===== config.mk =====
export PLATFORM = sky130hd
export DESIGN_NAME = mean_rms_meter_accumulator_flat
export DESIGN_NICKNAME = d
export VERILOG_FILES = /design/src/rtl/core/mrms_pkg.sv /design/src/rtl/core/mrms_ifs.sv /design/src/rtl/core/mrms_accum.sv /design/src/rtl/core/mrms_smul.sv /design/src/rtl/core/mrms_sdiv.sv /design/src/rtl/core/mrms_sqrt.sv /design/src/rtl/core/mean_rms_meter_accumulator.sv /design/src/flat_wrapper.sv
export SDC_FILE = /design/constraint.sdc
export NUM_CORES = 2
export LEC_CHECK = 0
export BUFFER_PORTS_ARGS = -buffer_cell sky130_fd_sc_hd__clkbuf_2
export CAP_MARGIN = 20
export CORE_MARGIN = 5
export CORE_UTILIZATION = 30
export CTS_CLUSTER_SIZE = 40
export DETAILED_ROUTE_END_ITERATION = 12
export PLACE_DENSITY = 0.43
export SYNTH_ARGS = -nofsm -noshare
export SYNTH_HDL_FRONTEND = slang
export SYNTH_SLANG_ARGS = --single-unit

===== constraint.sdc =====
create_clock -name clk -period 11.3 [get_ports clk]
set_clock_uncertainty 0.2 [all_clocks]
set_input_delay 1.13 -clock clk [delete_from_list [all_inputs] [get_ports clk]]
set_output_delay 1.13 -clock clk [all_outputs]
set_load 0.01 [all_outputs]

===== src/rtl/core/mrms_pkg.sv =====
// Package: constants, types and state codes of the mean/RMS meter.
`timescale 1ns / 1ps
package mrms_pkg;

	localparam int ADC_BITS        = 12;
	localparam int SCANS_PER_GROUP = 4;
	localparam int ADC_FULL_SCALE  = 4096;
	localparam int COUNT_BITS      = 16;

	localparam int SCAN_SHIFT  = $clog2(SCANS_PER_GROUP);
	localparam int FS_SHIFT    = $clog2(ADC_FULL_SCALE);
	localparam int SCAN_CNT_W  = (SCAN_SHIFT < 1) ? 1 : SCAN_SHIFT;
	localparam int GROUP_W     = ADC_BITS + SCAN_SHIFT;
	localparam int DIFF_W      = GROUP_W + 1;
	localparam int DEV_W       = DIFF_W - SCAN_SHIFT;
	localparam int SQ_W        = 2 * DEV_W;
	localparam int SUM_W       = 30;
	localparam int SQSUM_W     = 41;
	localparam int REFSUM_W    = 31;
	localparam int VALUE_W     = 48;
	localparam int CFG_IDX_W   = 8;
	localparam int CFG_DATA_W  = 32;

	localparam int SUPPLY_SHIFT = FS_SHIFT + SCAN_SHIFT;
	localparam int MEAN_SHIFT   = FS_SHIFT + 16;
	localparam int RMS_SHIFT    = FS_SHIFT + 32;

	localparam int MUL_A_W = 64;
	localparam int MUL_B_W = 32;
	localparam int MUL_P_W = MUL_A_W + MUL_B_W;
	localparam int DIV_N_W = 96;
	localparam int DIV_D_W = COUNT_BITS + MEAN_SHIFT;
	localparam int SQRT_W  = 64;

	localparam logic [31:0] RST_REFERENCE_VOLTS   = 32'd81895;
	localparam logic [31:0] RST_GAIN_VOLTAGE_LOW  = 32'd330868;
	localparam logic [31:0] RST_GAIN_VOLTAGE_HIGH = 32'd3342336;
	localparam logic [31:0] RST_GAIN_CURRENT_LOW  = 32'd6750;
	localparam logic [31:0] RST_GAIN_CURRENT_HIGH = 32'd64225;

	typedef enum logic [CFG_IDX_W-1:0] {
		REG_MEASURE_RMS        = 8'd0,
		REG_VOLTAGE_HIGH_RANGE = 8'd1,
		REG_CURRENT_HIGH_RANGE = 8'd2,
		REG_REFERENCE_VOLTS    = 8'd3,
		REG_GAIN_VOLTAGE_LOW   = 8'd4,
		REG_GAIN_VOLTAGE_HIGH  = 8'd5,
		REG_GAIN_CURRENT_LOW   = 8'd6,
		REG_GAIN_CURRENT_HIGH  = 8'd7
	} cfg_reg_t;

	typedef enum logic [3:0] {
		ST_IDLE,
		ST_SUP_MUL,
		ST_SUP_DIV,
		ST_GAIN_MUL,
		ST_MEAN_MUL,
		ST_MEAN_DIV,
		ST_RMS_DIV,
		ST_RMS_SQRT,
		ST_RMS_MUL,
		ST_DONE
	} seq_state_t;

	typedef struct packed {
		logic signed [SUM_W-1:0]    voltage_sum;
		logic signed [SUM_W-1:0]    current_sum;
		logic        [SQSUM_W-1:0]  voltage_square_sum;
		logic        [SQSUM_W-1:0]  current_square_sum;
		logic        [REFSUM_W-1:0] reference_sum;
		logic        [COUNT_BITS-1:0] group_count;
		logic                       saturated;
	} acc_t;

endpackage


===== src/rtl/core/mrms_ifs.sv =====
// Interfaces: scan word, result word and configuration write channels.
`timescale 1ns / 1ps
interface mrms_scan_if import mrms_pkg::*; ();
	logic                valid;
	logic                ready;
	logic                op;
	logic [ADC_BITS-1:0] current_raw;
	logic [ADC_BITS-1:0] voltage_raw;
	logic [ADC_BITS-1:0] reference_raw;
	modport source (output valid, op, current_raw, voltage_raw, reference_raw, input ready);
	modport sink (input valid, op, current_raw, voltage_raw, reference_raw, output ready);
endinterface

interface mrms_result_if import mrms_pkg::*; ();
	logic                      valid;
	logic                      ready;
	logic                      valid_res;
	logic                      is_rms;
	logic [15:0]               sample_count;
	logic                      count_saturated;
	logic [31:0]               supply_volts;
	logic signed [VALUE_W-1:0] voltage_value;
	logic signed [VALUE_W-1:0] current_value;
	modport source (output valid, valid_res, is_rms, sample_count, count_saturated,
		supply_volts, voltage_value, current_value, input ready);
	modport sink (input valid, valid_res, is_rms, sample_count, count_saturated,
		supply_volts, voltage_value, current_value, output ready);
endinterface

interface mrms_cfg_if import mrms_pkg::*; ();
	logic                  valid;
	logic                  ready;
	logic [CFG_IDX_W-1:0]  index;
	logic [CFG_DATA_W-1:0] data;
	modport source (output valid, index, data, input ready);
	modport sink (input valid, index, data, output ready);
endinterface


===== src/rtl/core/mrms_accum.sv =====
// Scan accumulator: four-scan groups, offset removal, running sums and squares.
`timescale 1ns / 1ps
module mrms_accum import mrms_pkg::*; (
	input  logic                clk,
	input  logic                arst_n,
	input  logic                scan_en,
	input  logic                clear,
	input  logic [ADC_BITS-1:0] current_raw,
	input  logic [ADC_BITS-1:0] voltage_raw,
	input  logic [ADC_BITS-1:0] reference_raw,
	output logic                busy,
	output acc_t                acc
);

	logic [SCAN_CNT_W-1:0] scan_cnt_q;
	logic [GROUP_W-1:0]    grp_v_q, grp_i_q, grp_r_q;
	logic [GROUP_W-1:0]    grp_v_n, grp_i_n, grp_r_n;
	logic [GROUP_W-1:0]    grp_v_s1, grp_i_s1, grp_r_s1;
	logic                  close_s1;
	acc_t                  acc_q;
	logic                  last;
	logic signed [DIFF_W-1:0] diff_v, diff_i, adj_v, adj_i;
	logic signed [DEV_W-1:0]  dev_v, dev_i;
	logic signed [SQ_W-1:0]   sq_v, sq_i;

	assign grp_v_n = grp_v_q + GROUP_W'(voltage_raw);
	assign grp_i_n = grp_i_q + GROUP_W'(current_raw);
	assign grp_r_n = grp_r_q + GROUP_W'(reference_raw);
	assign last    = (scan_cnt_q == SCAN_CNT_W'(SCANS_PER_GROUP - 1));

	// subtract the reference group from the registered group, then divide by group size, truncating toward zero
	assign diff_v = $signed({1'b0, grp_v_s1}) - $signed({1'b0, grp_r_s1});
	assign diff_i = $signed({1'b0, grp_i_s1}) - $signed({1'b0, grp_r_s1});
	assign adj_v  = diff_v + (diff_v[DIFF_W-1] ? DIFF_W'(SCANS_PER_GROUP - 1) : '0);
	assign adj_i  = diff_i + (diff_i[DIFF_W-1] ? DIFF_W'(SCANS_PER_GROUP - 1) : '0);
	assign dev_v  = adj_v[DIFF_W-1:SCAN_SHIFT];
	assign dev_i  = adj_i[DIFF_W-1:SCAN_SHIFT];
	assign sq_v   = dev_v * dev_v;
	assign sq_i   = dev_i * dev_i;

	always_ff @(posedge clk or negedge arst_n) begin
		if (!arst_n) begin
			scan_cnt_q <= '0;
			grp_v_q    <= '0;
			grp_i_q    <= '0;
			grp_r_q    <= '0;
			grp_v_s1   <= '0;
			grp_i_s1   <= '0;
			grp_r_s1   <= '0;
			close_s1   <= 1'b0;
			acc_q      <= '0;
		end else if (clear) begin
			scan_cnt_q <= '0;
			grp_v_q    <= '0;
			grp_i_q    <= '0;
			grp_r_q    <= '0;
			close_s1   <= 1'b0;
			acc_q      <= '0;
		end else begin
			close_s1 <= 1'b0;
			if (close_s1) begin
				if (acc_q.group_count == {COUNT_BITS{1'b1}}) begin
					// drop the whole group once the counter is full
					acc_q.saturated <= 1'b1;
				end else begin
					acc_q.voltage_sum        <= acc_q.voltage_sum + SUM_W'(dev_v);
					acc_q.current_sum        <= acc_q.current_sum + SUM_W'(dev_i);
					acc_q.voltage_square_sum <= acc_q.voltage_square_sum
						+ SQSUM_W'($unsigned(sq_v));
					acc_q.current_square_sum <= acc_q.current_square_sum
						+ SQSUM_W'($unsigned(sq_i));
					acc_q.reference_sum      <= acc_q.reference_sum + REFSUM_W'(grp_r_s1);
					acc_q.group_count        <= acc_q.group_count + 1'b1;
				end
			end
			if (scan_en) begin
				if (last) begin
					scan_cnt_q <= '0;
					grp_v_q    <= '0;
					grp_i_q    <= '0;
					grp_r_q    <= '0;
					grp_v_s1   <= grp_v_n;
					grp_i_s1   <= grp_i_n;
					grp_r_s1   <= grp_r_n;
					close_s1   <= 1'b1;
				end else begin
					scan_cnt_q <= scan_cnt_q + 1'b1;
					grp_v_q    <= grp_v_n;
					grp_i_q    <= grp_i_n;
					grp_r_q    <= grp_r_n;
				end
			end
		end
	end

	assign busy = close_s1;
	assign acc  = acc_q;

endmodule


===== src/rtl/core/mrms_smul.sv =====
// Bit-serial shift-add multiplier, one multiplier bit per cycle.
`timescale 1ns / 1ps
module mrms_smul import mrms_pkg::*; (
	input  logic               clk,
	input  logic               arst_n,
	input  logic               start,
	input  logic [MUL_A_W-1:0] a,
	input  logic [MUL_B_W-1:0] b,
	output logic               busy,
	output logic [MUL_P_W-1:0] product
);

	localparam int CNT_W = $clog2(MUL_B_W + 1);

	logic [MUL_P_W-1:0] acc_q, a_sh_q;
	logic [MUL_B_W-1:0] b_q;
	logic [CNT_W-1:0]   cnt_q;
	logic               busy_q;

	always_ff @(posedge clk or negedge arst_n) begin
		if (!arst_n) begin
			busy_q <= 1'b0;
			cnt_q  <= '0;
		end else if (start) begin
			busy_q <= 1'b1;
			cnt_q  <= CNT_W'(MUL_B_W);
		end else if (busy_q) begin
			cnt_q <= cnt_q - 1'b1;
			if (cnt_q == CNT_W'(1)) begin
				busy_q <= 1'b0;
			end
		end
	end

	always_ff @(posedge clk) begin
		if (start) begin
			acc_q  <= '0;
			a_sh_q <= MUL_P_W'(a);
			b_q    <= b;
		end else if (busy_q) begin
			if (b_q[0]) begin
				acc_q <= acc_q + a_sh_q;
			end
			a_sh_q <= {a_sh_q[MUL_P_W-2:0], 1'b0};
			b_q    <= {1'b0, b_q[MUL_B_W-1:1]};
		end
	end

	assign busy    = busy_q;
	assign product = acc_q;

endmodule


===== src/rtl/core/mrms_sdiv.sv =====
// Restoring divider, one quotient bit per cycle.
`timescale 1ns / 1ps
module mrms_sdiv import mrms_pkg::*; (
	input  logic               clk,
	input  logic               arst_n,
	input  logic               start,
	input  logic [DIV_N_W-1:0] num,
	input  logic [DIV_D_W-1:0] den,
	output logic               busy,
	output logic [DIV_N_W-1:0] quotient
);

	localparam int CNT_W = $clog2(DIV_N_W + 1);

	logic [DIV_N_W-1:0] num_q;
	logic [DIV_D_W-1:0] den_q, rem_q;
	logic [DIV_D_W:0]   trial, diff;
	logic               ge;
	logic [CNT_W-1:0]   cnt_q;
	logic               busy_q;

	assign trial = {rem_q, num_q[DIV_N_W-1]};
	assign ge    = (trial >= {1'b0, den_q});
	assign diff  = trial - {1'b0, den_q};

	always_ff @(posedge clk or negedge arst_n) begin
		if (!arst_n) begin
			busy_q <= 1'b0;
			cnt_q  <= '0;
		end else if (start) begin
			busy_q <= 1'b1;
			cnt_q  <= CNT_W'(DIV_N_W);
		end else if (busy_q) begin
			cnt_q <= cnt_q - 1'b1;
			if (cnt_q == CNT_W'(1)) begin
				busy_q <= 1'b0;
			end
		end
	end

	always_ff @(posedge clk) begin
		if (start) begin
			num_q <= num;
			den_q <= den;
			rem_q <= '0;
		end else if (busy_q) begin
			rem_q <= ge ? diff[DIV_D_W-1:0] : trial[DIV_D_W-1:0];
			num_q <= {num_q[DIV_N_W-2:0], ge};
		end
	end

	assign busy     = busy_q;
	assign quotient = num_q;

endmodule


===== src/rtl/core/mrms_sqrt.sv =====
// Integer square root, one root bit (two radicand bits) per cycle.
`timescale 1ns / 1ps
module mrms_sqrt import mrms_pkg::*; (
	input  logic                clk,
	input  logic                arst_n,
	input  logic                start,
	input  logic [SQRT_W-1:0]   radicand,
	output logic                busy,
	output logic [SQRT_W/2-1:0] root
);

	localparam int ROOT_W = SQRT_W / 2;
	localparam int REM_W  = ROOT_W + 2;
	localparam int CNT_W  = $clog2(ROOT_W + 1);

	logic [SQRT_W-1:0] v_q;
	logic [ROOT_W-1:0] root_q;
	logic [REM_W-1:0]  rem_q;
	logic [REM_W+1:0]  r, trial, diff;
	logic              ge;
	logic [CNT_W-1:0]  cnt_q;
	logic              busy_q;

	assign r     = {rem_q, v_q[SQRT_W-1:SQRT_W-2]};
	assign trial = {2'b00, root_q, 2'b01};
	assign ge    = (r >= trial);
	assign diff  = r - trial;

	always_ff @(posedge clk or negedge arst_n) begin
		if (!arst_n) begin
			busy_q <= 1'b0;
			cnt_q  <= '0;
		end else if (start) begin
			busy_q <= 1'b1;
			cnt_q  <= CNT_W'(ROOT_W);
		end else if (busy_q) begin
			cnt_q <= cnt_q - 1'b1;
			if (cnt_q == CNT_W'(1)) begin
				busy_q <= 1'b0;
			end
		end
	end

	always_ff @(posedge clk) begin
		if (start) begin
			v_q    <= radicand;
			root_q <= '0;
			rem_q  <= '0;
		end else if (busy_q) begin
			rem_q  <= ge ? diff[REM_W-1:0] : r[REM_W-1:0];
			root_q <= {root_q[ROOT_W-2:0], ge};
			v_q    <= {v_q[SQRT_W-3:0], 2'b00};
		end
	end

	assign busy = busy_q;
	assign root = root_q;

endmodule


===== src/rtl/core/mean_rms_meter_accumulator.sv =====
// Top level: mean/RMS meter accumulator with configuration and report sequencer.
`timescale 1ns / 1ps
// Scan words (op = 0) are taken one per clock whenever the block is idle,
// except for the clock right after the word that completes a four-scan group:
// intake pauses there while the group is folded into the running sums. Each
// completed group adds its reference-corrected deviation to the running sums
// and sums of squares. A report word (op = 1) snapshots and clears the sums,
// then a sequencer computes the supply voltage and both channel values on
// three shared bit-serial units: a shift-add multiplier, a restoring divider
// and a square-root unit; each step launches its unit once and completes when
// the unit drops busy. An invalid report (no groups or zero reference sum)
// skips the units and goes straight to the output register. No scan is taken
// while a report is being computed. The finished result sits in an output
// register, so scans are accepted again while it waits to be taken; a second
// report waits for the output register only at its very end. Configuration
// writes are always ready and take effect the next clock; write them only
// while idle.
module mean_rms_meter_accumulator import mrms_pkg::*; (
	input  logic          clk,
	input  logic          arst_n,
	mrms_scan_if.sink     scan,
	mrms_result_if.source result,
	mrms_cfg_if.sink      cfg
);

	// configuration registers
	logic        measure_rms_q, voltage_high_range_q, current_high_range_q;
	logic [31:0] reference_volts_q, gain_voltage_low_q, gain_voltage_high_q;
	logic [31:0] gain_current_low_q, gain_current_high_q;

	always_ff @(posedge clk or negedge arst_n) begin
		if (!arst_n) begin
			measure_rms_q        <= 1'b0;
			voltage_high_range_q <= 1'b0;
			current_high_range_q <= 1'b0;
			reference_volts_q    <= RST_REFERENCE_VOLTS;
			gain_voltage_low_q   <= RST_GAIN_VOLTAGE_LOW;
			gain_voltage_high_q  <= RST_GAIN_VOLTAGE_HIGH;
			gain_current_low_q   <= RST_GAIN_CURRENT_LOW;
			gain_current_high_q  <= RST_GAIN_CURRENT_HIGH;
		end else if (cfg.valid) begin
			unique case (cfg.index)
				REG_MEASURE_RMS:        measure_rms_q        <= cfg.data[0];
				REG_VOLTAGE_HIGH_RANGE: voltage_high_range_q <= cfg.data[0];
				REG_CURRENT_HIGH_RANGE: current_high_range_q <= cfg.data[0];
				REG_REFERENCE_VOLTS:    reference_volts_q    <= cfg.data;
				REG_GAIN_VOLTAGE_LOW:   gain_voltage_low_q   <= cfg.data;
				REG_GAIN_VOLTAGE_HIGH:  gain_voltage_high_q  <= cfg.data;
				REG_GAIN_CURRENT_LOW:   gain_current_low_q   <= cfg.data;
				REG_GAIN_CURRENT_HIGH:  gain_current_high_q  <= cfg.data;
				default: ; // drop writes to unknown indexes
			endcase
		end
	end

	assign cfg.ready = 1'b1;

	// input handshake; hold intake outside idle and while a completed group is being folded in
	seq_state_t state_q, state_n;
	logic       scan_acc, report_acc, acc_busy;
	acc_t       acc;

	assign scan.ready = (state_q == ST_IDLE) && !acc_busy;
	assign scan_acc   = scan.valid && scan.ready && !scan.op;
	assign report_acc = scan.valid && scan.ready && scan.op;

	mrms_accum u_accum (
		.clk           (clk),
		.arst_n        (arst_n),
		.scan_en       (scan_acc),
		.clear         (report_acc),
		.current_raw   (scan.current_raw),
		.voltage_raw   (scan.voltage_raw),
		.reference_raw (scan.reference_raw),
		.busy          (acc_busy),
		.acc           (acc)
	);

	// report snapshot and working registers
	acc_t                snap_q;
	logic                valid_q, is_rms_q, ch_q, launched_q;
	logic [31:0]         supply_q;
	logic [MUL_A_W-1:0]  factor_q;
	logic [VALUE_W-1:0]  vval_q, ival_q;
	logic                report_valid;

	assign report_valid = (acc.group_count != '0) && (acc.reference_sum != '0);

	// shared serial units
	logic               mul_start, div_start, sqrt_start;
	logic               mul_busy, div_busy, sqrt_busy;
	logic [MUL_A_W-1:0] mul_a;
	logic [MUL_B_W-1:0] mul_b;
	logic [MUL_P_W-1:0] mul_p;
	logic [DIV_N_W-1:0] div_n, div_q;
	logic [DIV_D_W-1:0] div_d;
	logic [SQRT_W-1:0]  sqrt_v;
	logic [SQRT_W/2-1:0] sqrt_r;

	mrms_smul u_smul (
		.clk (clk), .arst_n (arst_n), .start (mul_start),
		.a (mul_a), .b (mul_b), .busy (mul_busy), .product (mul_p)
	);

	mrms_sdiv u_sdiv (
		.clk (clk), .arst_n (arst_n), .start (div_start),
		.num (div_n), .den (div_d), .busy (div_busy), .quotient (div_q)
	);

	mrms_sqrt u_sqrt (
		.clk (clk), .arst_n (arst_n), .start (sqrt_start),
		.radicand (sqrt_v), .busy (sqrt_busy), .root (sqrt_r)
	);

	// channel selection: ch_q = 0 voltage, 1 current
	logic signed [SUM_W-1:0] ch_sum;
	logic [SUM_W-1:0]        ch_mag;
	logic [SQSUM_W-1:0]      ch_sq;
	logic [31:0]             ch_gain;
	logic                    ch_neg;

	assign ch_sum  = ch_q ? snap_q.current_sum : snap_q.voltage_sum;
	assign ch_sq   = ch_q ? snap_q.current_square_sum : snap_q.voltage_square_sum;
	assign ch_neg  = ch_sum[SUM_W-1];
	assign ch_mag  = ch_neg ? SUM_W'(-ch_sum) : SUM_W'(ch_sum);
	assign ch_gain = ch_q ? (current_high_range_q ? gain_current_high_q : gain_current_low_q)
		: (voltage_high_range_q ? gain_voltage_high_q : gain_voltage_low_q);

	// operand routing per step
	always_comb begin
		mul_a  = factor_q;
		mul_b  = MUL_B_W'(ch_mag);
		div_n  = mul_p;
		div_d  = {snap_q.group_count, {MEAN_SHIFT{1'b0}}};
		sqrt_v = (|div_q[DIV_N_W-1:SQRT_W]) ? {SQRT_W{1'b1}} : div_q[SQRT_W-1:0];
		unique case (state_q)
			ST_SUP_MUL: begin
				mul_a = MUL_A_W'(reference_volts_q);
				mul_b = MUL_B_W'(snap_q.group_count);
			end
			ST_SUP_DIV: begin
				div_n = {mul_p[DIV_N_W-SUPPLY_SHIFT-1:0], {SUPPLY_SHIFT{1'b0}}};
				div_d = DIV_D_W'(snap_q.reference_sum);
			end
			ST_GAIN_MUL: begin
				mul_a = MUL_A_W'(ch_gain);
				mul_b = MUL_B_W'(supply_q);
			end
			ST_RMS_DIV: begin
				div_n = {(DIV_N_W - SQSUM_W - 32)'(0), ch_sq, 32'd0};
				div_d = DIV_D_W'(snap_q.group_count);
			end
			ST_RMS_MUL: begin
				mul_b = MUL_B_W'(sqrt_r);
			end
			default: ;
		endcase
	end

	// a step launches its unit once, then completes when the unit drops busy
	logic op_state, unit_busy, step_done;

	always_comb begin
		op_state  = 1'b1;
		unit_busy = mul_busy;
		unique case (state_q)
			ST_SUP_DIV, ST_MEAN_DIV, ST_RMS_DIV: unit_busy = div_busy;
			ST_RMS_SQRT:                         unit_busy = sqrt_busy;
			ST_SUP_MUL, ST_GAIN_MUL, ST_MEAN_MUL, ST_RMS_MUL: unit_busy = mul_busy;
			default:                             op_state  = 1'b0;
		endcase
	end

	assign step_done  = op_state && launched_q && !unit_busy;
	assign mul_start  = op_state && !launched_q && (state_q == ST_SUP_MUL
		|| state_q == ST_GAIN_MUL || state_q == ST_MEAN_MUL || state_q == ST_RMS_MUL);
	assign div_start  = op_state && !launched_q && (state_q == ST_SUP_DIV
		|| state_q == ST_MEAN_DIV || state_q == ST_RMS_DIV);
	assign sqrt_start = op_state && !launched_q && (state_q == ST_RMS_SQRT);

	// output slot
	logic res_valid_q, out_free, out_load;

	assign out_free = !res_valid_q || result.ready;
	assign out_load = (state_q == ST_DONE) && out_free;

	// sequencer
	always_ff @(posedge clk or negedge arst_n) begin
		if (!arst_n) begin
			state_q <= ST_IDLE;
		end else begin
			state_q <= state_n;
		end
	end

	always_comb begin
		state_n = state_q;
		unique case (state_q)
			ST_IDLE: begin
				if (report_acc) state_n = report_valid ? ST_SUP_MUL : ST_DONE;
			end
			ST_SUP_MUL: begin
				if (step_done) state_n = ST_SUP_DIV;
			end
			ST_SUP_DIV: begin
				if (step_done) state_n = ST_GAIN_MUL;
			end
			ST_GAIN_MUL: begin
				if (step_done) state_n = is_rms_q ? ST_RMS_DIV : ST_MEAN_MUL;
			end
			ST_MEAN_MUL: begin
				if (step_done) state_n = ST_MEAN_DIV;
			end
			ST_MEAN_DIV: begin
				if (step_done) state_n = ch_q ? ST_DONE : ST_GAIN_MUL;
			end
			ST_RMS_DIV: begin
				if (step_done) state_n = ST_RMS_SQRT;
			end
			ST_RMS_SQRT: begin
				if (step_done) state_n = ST_RMS_MUL;
			end
			ST_RMS_MUL: begin
				if (step_done) state_n = ch_q ? ST_DONE : ST_GAIN_MUL;
			end
			ST_DONE: begin
				if (out_free) state_n = ST_IDLE;
			end
			default: state_n = ST_IDLE;
		endcase
	end

	// saturate a quotient or product magnitude into the signed 48-bit range
	function automatic logic [VALUE_W-1:0] sat48(input logic [MUL_P_W-1:0] q, input logic neg);
		logic [VALUE_W-1:0] m;
		logic               big;
		begin
			if (neg) begin
				big = (|q[MUL_P_W-1:VALUE_W]) || (q[VALUE_W-1] && (|q[VALUE_W-2:0]));
				m   = big ? {1'b1, {(VALUE_W-1){1'b0}}} : q[VALUE_W-1:0];
				sat48 = -m;
			end else begin
				big   = |q[MUL_P_W-1:VALUE_W-1];
				sat48 = big ? {1'b0, {(VALUE_W-1){1'b1}}} : q[VALUE_W-1:0];
			end
		end
	endfunction

	logic [VALUE_W-1:0] step_value;

	always_comb begin
		if (state_q == ST_MEAN_DIV) begin
			step_value = sat48(div_q, ch_neg);
		end else begin
			step_value = sat48(MUL_P_W'(mul_p[MUL_P_W-1:RMS_SHIFT]), 1'b0);
		end
	end

	always_ff @(posedge clk or negedge arst_n) begin
		if (!arst_n) begin
			launched_q <= 1'b0;
			ch_q       <= 1'b0;
		end else begin
			if (step_done) begin
				launched_q <= 1'b0;
			end else if (mul_start || div_start || sqrt_start) begin
				launched_q <= 1'b1;
			end
			if (report_acc) begin
				ch_q <= 1'b0;
			end else if (step_done && (state_q == ST_MEAN_DIV || state_q == ST_RMS_MUL)) begin
				ch_q <= 1'b1;
			end
		end
	end

	// working payload
	always_ff @(posedge clk) begin
		if (report_acc) begin
			snap_q   <= acc;
			valid_q  <= report_valid;
			is_rms_q <= measure_rms_q;
			supply_q <= '0;
			vval_q   <= '0;
			ival_q   <= '0;
		end
		if (step_done) begin
			unique case (state_q)
				ST_SUP_DIV: begin
					supply_q <= (|div_q[DIV_N_W-1:32]) ? 32'hFFFF_FFFF : div_q[31:0];
				end
				ST_GAIN_MUL: begin
					factor_q <= mul_p[MUL_A_W-1:0];
				end
				ST_MEAN_DIV, ST_RMS_MUL: begin
					if (ch_q) ival_q <= step_value;
					else      vval_q <= step_value;
				end
				default: ;
			endcase
		end
	end

	// output register
	always_ff @(posedge clk or negedge arst_n) begin
		if (!arst_n) begin
			res_valid_q <= 1'b0;
		end else if (out_load) begin
			res_valid_q <= 1'b1;
		end else if (result.ready) begin
			res_valid_q <= 1'b0;
		end
	end

	always_ff @(posedge clk) begin
		if (out_load) begin
			result.valid_res       <= valid_q;
			result.is_rms          <= is_rms_q;
			result.sample_count    <= 16'(snap_q.group_count);
			result.count_saturated <= snap_q.saturated;
			result.supply_volts    <= supply_q;
			result.voltage_value   <= vval_q;
			result.current_value   <= ival_q;
		end
	end

	assign result.valid = res_valid_q;

endmodule


===== src/flat_wrapper.sv =====
// flat-port wrapper written by rule: the top's interface ports become plain ports
module mean_rms_meter_accumulator_flat import mrms_pkg::*;
  (clk, arst_n, scan_valid, scan_op, scan_current_raw, scan_voltage_raw, scan_reference_raw, scan_ready, result_valid, result_valid_res, result_is_rms, result_sample_count, result_count_saturated, result_supply_volts, result_voltage_value, result_current_value, result_ready, cfg_valid, cfg_index, cfg_data, cfg_ready);
  mrms_scan_if scan_i ();
  mrms_result_if result_i ();
  mrms_cfg_if cfg_i ();
  input  logic clk;
  input  logic arst_n;
  input wire logic [$bits(scan_i.valid)-1:0] scan_valid;
  input wire logic [$bits(scan_i.op)-1:0] scan_op;
  input wire logic [$bits(scan_i.current_raw)-1:0] scan_current_raw;
  input wire logic [$bits(scan_i.voltage_raw)-1:0] scan_voltage_raw;
  input wire logic [$bits(scan_i.reference_raw)-1:0] scan_reference_raw;
  output wire logic [$bits(scan_i.ready)-1:0] scan_ready;
  output wire logic [$bits(result_i.valid)-1:0] result_valid;
  output wire logic [$bits(result_i.valid_res)-1:0] result_valid_res;
  output wire logic [$bits(result_i.is_rms)-1:0] result_is_rms;
  output wire logic [$bits(result_i.sample_count)-1:0] result_sample_count;
  output wire logic [$bits(result_i.count_saturated)-1:0] result_count_saturated;
  output wire logic [$bits(result_i.supply_volts)-1:0] result_supply_volts;
  output wire logic [$bits(result_i.voltage_value)-1:0] result_voltage_value;
  output wire logic [$bits(result_i.current_value)-1:0] result_current_value;
  input wire logic [$bits(result_i.ready)-1:0] result_ready;
  input wire logic [$bits(cfg_i.valid)-1:0] cfg_valid;
  input wire logic [$bits(cfg_i.index)-1:0] cfg_index;
  input wire logic [$bits(cfg_i.data)-1:0] cfg_data;
  output wire logic [$bits(cfg_i.ready)-1:0] cfg_ready;
  assign scan_i.valid = scan_valid;
  assign scan_i.op = scan_op;
  assign scan_i.current_raw = scan_current_raw;
  assign scan_i.voltage_raw = scan_voltage_raw;
  assign scan_i.reference_raw = scan_reference_raw;
  assign scan_ready = scan_i.ready;
  assign result_valid = result_i.valid;
  assign result_valid_res = result_i.valid_res;
  assign result_is_rms = result_i.is_rms;
  assign result_sample_count = result_i.sample_count;
  assign result_count_saturated = result_i.count_saturated;
  assign result_supply_volts = result_i.supply_volts;
  assign result_voltage_value = result_i.voltage_value;
  assign result_current_value = result_i.current_value;
  assign result_i.ready = result_ready;
  assign cfg_i.valid = cfg_valid;
  assign cfg_i.index = cfg_index;
  assign cfg_i.data = cfg_data;
  assign cfg_ready = cfg_i.ready;
  mean_rms_meter_accumulator u_core (.clk(clk), .arst_n(arst_n), .scan(scan_i), .result(result_i), .cfg(cfg_i));
endmodule

== Yosys cells after proc, flatten, opt, wreduce, memory -nomap -nowiden ==
Index checks and enable logic that the tools add are counted.

* Register bits after elaboration: 1538
* Input bits: 82
* Output and inout bits: 150
* Logic and storage cells: 281

* $add $sub $neg: 22
* Multipliers: 2
* Magnitude comparators: 2
* Eq/ne operators: 31
* Mux-type cells: 95
* Bitwise gates (word level): 1
* Reduce and logical (&&, ||, !) cells: 65

{| class="wikitable"
|+ Operators with widths
! operator !! number
|-
| $mux 48 || 13
|-
| $mux 190 || 2
|-
| $mux 64 || 5
|-
| $mux 32 || 9
|-
| $mux 96 || 2
|-
| $pmux 96 s2 || 1
|-
| $mux 189 || 1
|-
| $pmux 64 s2 || 1
|-
| $mux 14 || 9
|-
| $add 96x96->96 || 1
|-
| $pmux 32 s3 || 1
|-
| $pmux 44 s2 || 1
|-
| $add 41x26->41 || 2
|-
| $reduce_or 64->1 || 1
|-
| $add 30x13->30 || 2
|-
| $mux 30 || 2
|-
| $mul 13x13->26 || 2
|-
| $reduce_or 49->1 || 1
|-
| $neg 48->48 || 1
|-
| $reduce_or 48->1 || 1
|-
| $reduce_or 47->1 || 1
|-
| $ge 45x44->1 || 1
|-
| $mux 4 || 11
|-
| $mux 44 || 1
|-
| 49 further kinds || 146
|}

== Longest topological paths before layout ==
* Depth in word-level cells: 10
* Mapped depth: 53
* Depth with buffers taken out: 53

== By module ==
Synthesis repeated with hierarchy kept, for this count alone.

* Cell total of the unflattened synthesis: 9352
* Area, all modules: 94962.3 um^2

{| class="wikitable"
|+ Modules (own cells, without submodules)
! module !! times used !! cells an instance !! area each (um^2) !! seq. area each (um^2)
|-
| mrms_accum || 1 || 3533 || 31298.8 || 6931.6
|-
| mean_rms_meter_accumulator || 1 || 2527 || 31173.6 || 18971.9
|-
| mrms_smul || 1 || 1617 || 14589.0 || 5620.4
|-
| mrms_sdiv || 1 || 927 || 10303.6 || 5285.1
|-
| mrms_sqrt || 1 || 748 || 7597.3 || 3418.3
|}

== Worst setup path before layout ==
OpenSTA, ideal clock, no wires.

* Path kind: flip-flop to flip-flop
* From: reg u_core.u_accum.grp_i_s1[0]
* To: reg u_core.u_accum.acc_q, in the netlist u_core.u_accum.acc[86]
* Library setup time: 0.132 ns
* Data arrival time: 10.482 ns
* Required time: 10.968 ns
* Path slack: 0.486 ns
* Cell stages (with the launch flop): 48
* Path buffers: 2
* Period minus slack after synthesis: 10.814 ns
* Path through: dfrtp_1 inv_1 ha_1 inv_1 fa_1 a211o_1 a21oi_2 o21ai_2 nand3_1 nand2_1 inv_1 ha_1 nor2b_1 a311oi_4 nand4_2 nor4_2 and3_1 clkbuf_4 [... 12 more ...] ha_1 ha_1 nor2_1 a21oi_1 a21o_1 a21oi_1 xnor2_1 ha_1 nand2_1 o21ai_0 a21oi_1 a211oi_1 a41o_1 o21ai_0 nor2b_1 nor4_1 xnor2_1 nor2_1

* Word-level cells in the longest chain between the ends: 8

{| class="wikitable"
|+ RTL lines
! element !! RTL line !! RTL
|-
| start, declared || mrms_accum.sv:18 || <nowiki>logic [GROUP_W-1:0] grp_v_s1, grp_i_s1, grp_r_s1;</nowiki>
|-
| start signal, assigned || mrms_accum.sv:83 || <nowiki>grp_i_s1 <= grp_i_n;</nowiki>
|-
| $sub 14x14->15 * || mrms_accum.sv:33 || <nowiki>assign diff_i = $signed({1'b0, grp_i_s1}) - $signed({1'b0, grp_r_s1});</nowiki>
|-
| $mux 2 || mrms_accum.sv:35 || <nowiki>assign adj_i = diff_i + (diff_i[DIFF_W-1] ? DIFF_W'(SCANS_PER_GROUP - 1) : '0);</nowiki>
|-
| $add 15x2->15 * || mrms_accum.sv:35 ||
|-
| $mul 13x13->26 * || mrms_accum.sv:39 || <nowiki>assign sq_i = dev_i * dev_i;</nowiki>
|-
| $add 41x26->41 * || mrms_accum.sv:71 || <nowiki>+ SQSUM_W'($unsigned(sq_i));</nowiki>
|-
| $mux 189 * || mrms_accum.sv:62 || <nowiki>if (acc_q.group_count == {COUNT_BITS{1'b1}}) begin</nowiki>
|-
| $mux 190 * || mrms_accum.sv:61 || <nowiki>if (close_s1) begin</nowiki>
|-
| $mux 190 * || mrms_accum.sv:52 || <nowiki>end else if (clear) begin</nowiki>
|-
| end, declared || mrms_accum.sv:20 || <nowiki>acc_t acc_q;</nowiki>
|}

Mark *: on every way between the ends. The rest lies on a longest branch, timed or not. The select of a mux whose other input is x is not followed.
A chain may end at the register's enable or synchronous reset.

== Worst setup path after layout ==
* From: reg u_core.u_accum.grp_r_s1[9]
* To: reg u_core.u_accum.acc_q, in the netlist u_core.u_accum.acc[85]

* Word-level cells in the longest chain between the ends: 8

{| class="wikitable"
|+ RTL lines
! element !! RTL line !! RTL
|-
| start, declared || mrms_accum.sv:18 ||
|-
| start signal, assigned || mrms_accum.sv:84 || <nowiki>grp_r_s1 <= grp_r_n;</nowiki>
|-
| $sub 14x14->15 * || mrms_accum.sv:33 ||
|-
| $mux 2 || mrms_accum.sv:35 ||
|-
| $add 15x2->15 * || mrms_accum.sv:35 ||
|-
| $mul 13x13->26 * || mrms_accum.sv:39 ||
|-
| $add 41x26->41 * || mrms_accum.sv:71 ||
|-
| $mux 189 * || mrms_accum.sv:62 ||
|-
| $mux 190 * || mrms_accum.sv:61 ||
|-
| $mux 190 * || mrms_accum.sv:52 ||
|}

Marked as above.

==> flow_summary.json <==
{
  "drv_cap": 0,
  "rows": 203,
  "setup-violations-final": 0,
  "dpl.hpwl_mm": 233,
  "place.gp.congestion": 0.889,
  "final_util_pct": 34.4,
  "wirelength_mm": 315,
  "clock-sinks": 1538,
  "whs_path_depth": 0,
  "via_per_inst": 5.17,
  "root_buffer": "clkbuf_16",
  "status": "finished, final reports clean",
  "core_um2": 306000,
  "max-slew-margin-rel_pct": 20.7,
  "finalCritPeriodShare_pct": 95.3,
  "final_hold_viol_count": 0,
  "r2r_cells": 47,
  "rr_endpoint": "u_core.u_accum.acc[85]$_DFFE_PN0P_",
  "clk_latency_ps": 880,
  "grt_overflow": 0,
  "grt.total_usage_pct": 19.3,
  "h-tree-depth": 4,
  "setup-tns-final_ps": 0,
  "max_freq_mhz": 92.9,
  "grt_pass1_wl_mm": 469,
  "antenna_found_initial": 15,
  "cts.clk_slew.worst_paths_ps": 50,
  "crit_required_ps": 11740,
  "numPortBuffers": 230,
  "die_w_um": 564,
  "worstHoldStart": "u_core.ival_q[35]$_DFF_P_",
  "cp_slowest_cell": "fa_1",
  "dr.pass1.iters": 8,
  "cts_made_buffers": 193,
  "fin_nets": 10400,
  "netlist_top_cells_count": "nor2_1 (879), nand2_1 (810), edfxtp_1 (703)",
  "drc": 0,
  "start_util_pct": 30.1,
  "timing.hold.ws_ps": 177,
  "hold_class": "reg -> reg",
  "crit_top_cell": "inv_1",
  "dr.first_iter.drc_count": 5586,
  "grt_start_max_net_pins": 152,
  "cp_max_fo": 17,
  "reg2reg_slack_ps": 530,
  "ys_types": 107,
  "ys_ff_latch": 1538,
  "num_vias": 71400,
  "fp.dieH_um": 564,
  "synth_area_leaders": "edfxtp_1 (23%), dfrtp_1 (12%), dfxtp_1 (8.0%), ha_1 (7.2%), fa_1 (6.3%)",
  "path_class": "reg -> reg",
  "synth_edf_count": 703,
  "first_global_vias": 70900,
  "syn_to_final_growth_pct": 14.3,
  "synth_area_um2": 92100,
  "cts_max_path_buffers": 4,
  "synth_cells": 9370,
  "syn_nets": 10300,
  "startpoint_type": "flip-flop",
  "maxSlewViolCount": 0,
  "tightestPinTransition_ps": 1190,
  "boundaryPins": 232,
  "min_to": "u_core.result.current_value[35]$_DFFE_PP_",
  "yosysTopAreaCell": "edfxtp_1",
  "period_needed_ps": 10770,
  "antenna_left": 0,
  "avgSynthCellArea_um2": 9.83,
  "critPathArrivalTime_ps": 11210,
  "end_kind": "flip-flop",
  "synth_top_area_share_pct": 22.9,
  "max_stage_delay_ps": 610,
  "synth.most_common_cell": "nor2_1",
  "timing.rr.start": "u_core.u_accum.grp_r_s1[9]$_DFFE_PN0P_",
  "layout-drive-gt1-share_pct": 12.5,
  "tritoncts": "yes",
  "synthArstFlopShare_pct": 30.5,
  "ys.warnings.count": 0,
  "die-area_um2": 318000,
  "wl_per_cell_um": 22.8,
  "ys.flop_type": "edfxtp_1",
  "yosysSeqAreaShare_pct": 43.7
}
-- layout by cell type (no fill, tap or decap), types with 42 or more instances in the layout --
cell | Yosys | routed
buf_4 | 2 | 223
a222oi_1 | 92 | 92
clkbuf_1 | 420 | 64
and2_1 | 62 | 58
a221oi_1 | 51 | 50
a21o_1 | 177 | 176
nor2_1 | 879 | 863
clkbuf_16 | 0 | 197
dfstp_2 | 43 | 43
ha_1 | 528 | 520
clkbuf_2 | 1 | 229
a31oi_1 | 79 | 77
fa_1 | 288 | 285
a21oi_1 | 651 | 638
nor3_1 | 207 | 196
nand4_1 | 87 | 87
and3_1 | 49 | 46
inv_1 | 622 | 618
nor4_1 | 43 | 42
o21bai_1 | 71 | 71
nand2b_1 | 49 | 46
o21ai_0 | 599 | 589
edfxtp_1 | 703 | 703
a211oi_1 | 96 | 93
xnor2_1 | 274 | 263
mux2_2 | 235 | 235
dfxtp_1 | 366 | 366
mux2i_1 | 149 | 148
xor2_1 | 200 | 196
dfrtp_1 | 426 | 420
a22o_1 | 69 | 69
o21a_1 | 66 | 66
nand3_1 | 362 | 360
or3_1 | 56 | 55
nor2b_1 | 85 | 83
nand2_1 | 810 | 802
-- cell type report --
cell class / instances / area [um^2]
fill: 31200 / 200000
clock inverter: 80 / 862
clock buffer: 279 / 5420
tap: 4100 / 5130
timing repair buffer: 463 / 2980
inverter: 635 / 2400
antenna: 5 / 12.5
sequential: 1538 / 40200
multi-input combinational: 6712 / 48300
-- critical path, delay by kind of cell, from the launching register on --
family,cells,cell delay [ps]
buffers and inverters,11,1250
and+or+nand+nor,13,1810
DFF,1,390
xor gates and xnor gates,3,480
AOI/OAI and AO/OA,10,2170
adders and majority gates,10,4250
-- per-layer routing --
metal | global-route usage [%] | share of wire (%) | vias to the layer above
li1 | - | - | 33800
met1 | 27.1 | 46 | 35500
met2 | 31.0 | 46 | 1709
met3 | 2.67 | 5.5 | 395
met4 | 5.37 | 3.1 | 8
met5 | 0 | 0.018 | -
-- timing repair --
item,CTS,global route
hold buffers,1,0
pin swaps,1,33
endpoints found under the hold margin,24,0
endpoints found under the setup margin,32,37
setup buffers,1,15
gates resized for setup,11,102
-- flip-flops by register name, indices dropped and copies added, names as in the netlist, 34 cells and up --
signal                       cells
u_core.vval_q                   48
u_core.result.voltage_value     48
u_core.u_sqrt.rem_q             34
u_core.u_sqrt.v_q               64
u_core.u_sdiv.den_q             44
u_core.u_sdiv.rem_q             44
u_core.snap_q                  190
u_core.factor_q                 64
u_core.u_smul.a_sh_q            96
u_core.u_smul.product           96
u_core.u_accum.acc             190
u_core.result.current_value     48
u_core.u_sdiv.quotient          96
u_core.ival_q                   48
-- how the worst max path moves through the flow --
stage | start | endpoint
global placement | u_core.u_accum.grp_r_s1[0]$_DFFE_PN0P_ | u_core.u_accum.acc[121]$_DFFE_PN0P_
floorplan | u_core.u_accum.grp_i_s1[0]$_DFFE_PN0P_ | u_core.u_accum.acc[86]$_DFFE_PN0P_
CTS | u_core.u_accum.grp_r_s1[0]$_DFFE_PN0P_ | u_core.u_accum.acc[118]$_DFFE_PN0P_
global route | u_core.u_accum.grp_i_s1[0]$_DFFE_PN0P_ | u_core.u_accum.acc[82]$_DFFE_PN0P_
detailed placement | u_core.u_accum.grp_r_s1[0]$_DFFE_PN0P_ | u_core.u_accum.acc[121]$_DFFE_PN0P_
finish | u_core.u_accum.grp_r_s1[9]$_DFFE_PN0P_ | u_core.u_accum.acc[85]$_DFFE_PN0P_
-- logic make-up after synthesis --
logic type | Yosys count | synth area share (%)
AOI/OAI and AO/OA | 2256 | 15.5
xor gates and xnor gates | 478 | 4.60
adders and majority gates | 816 | 13.4
buffers and inverters | 1120 | 4.65
DFF | 1538 | 43.7
muxes | 384 | 4.49
other | 1 | 0.00407
and+or+nand+nor | 2777 | 13.7
-- through the flow --
step	setup WS, ps	cell area [um^2]	std cells
2_1_floorplan	486	92100	9370
3_3_place_gp	-512	98400	13400
3_5_place_dp	-331	98400	13400
4_1_cts	4.25	105000	13800
5_1_grt	-38.9	105000	13800
6_report	531	105000	13800
Power is not shown: default switching activity piles up to over one toggle a cycle in this logic, so the estimate is an artifact.
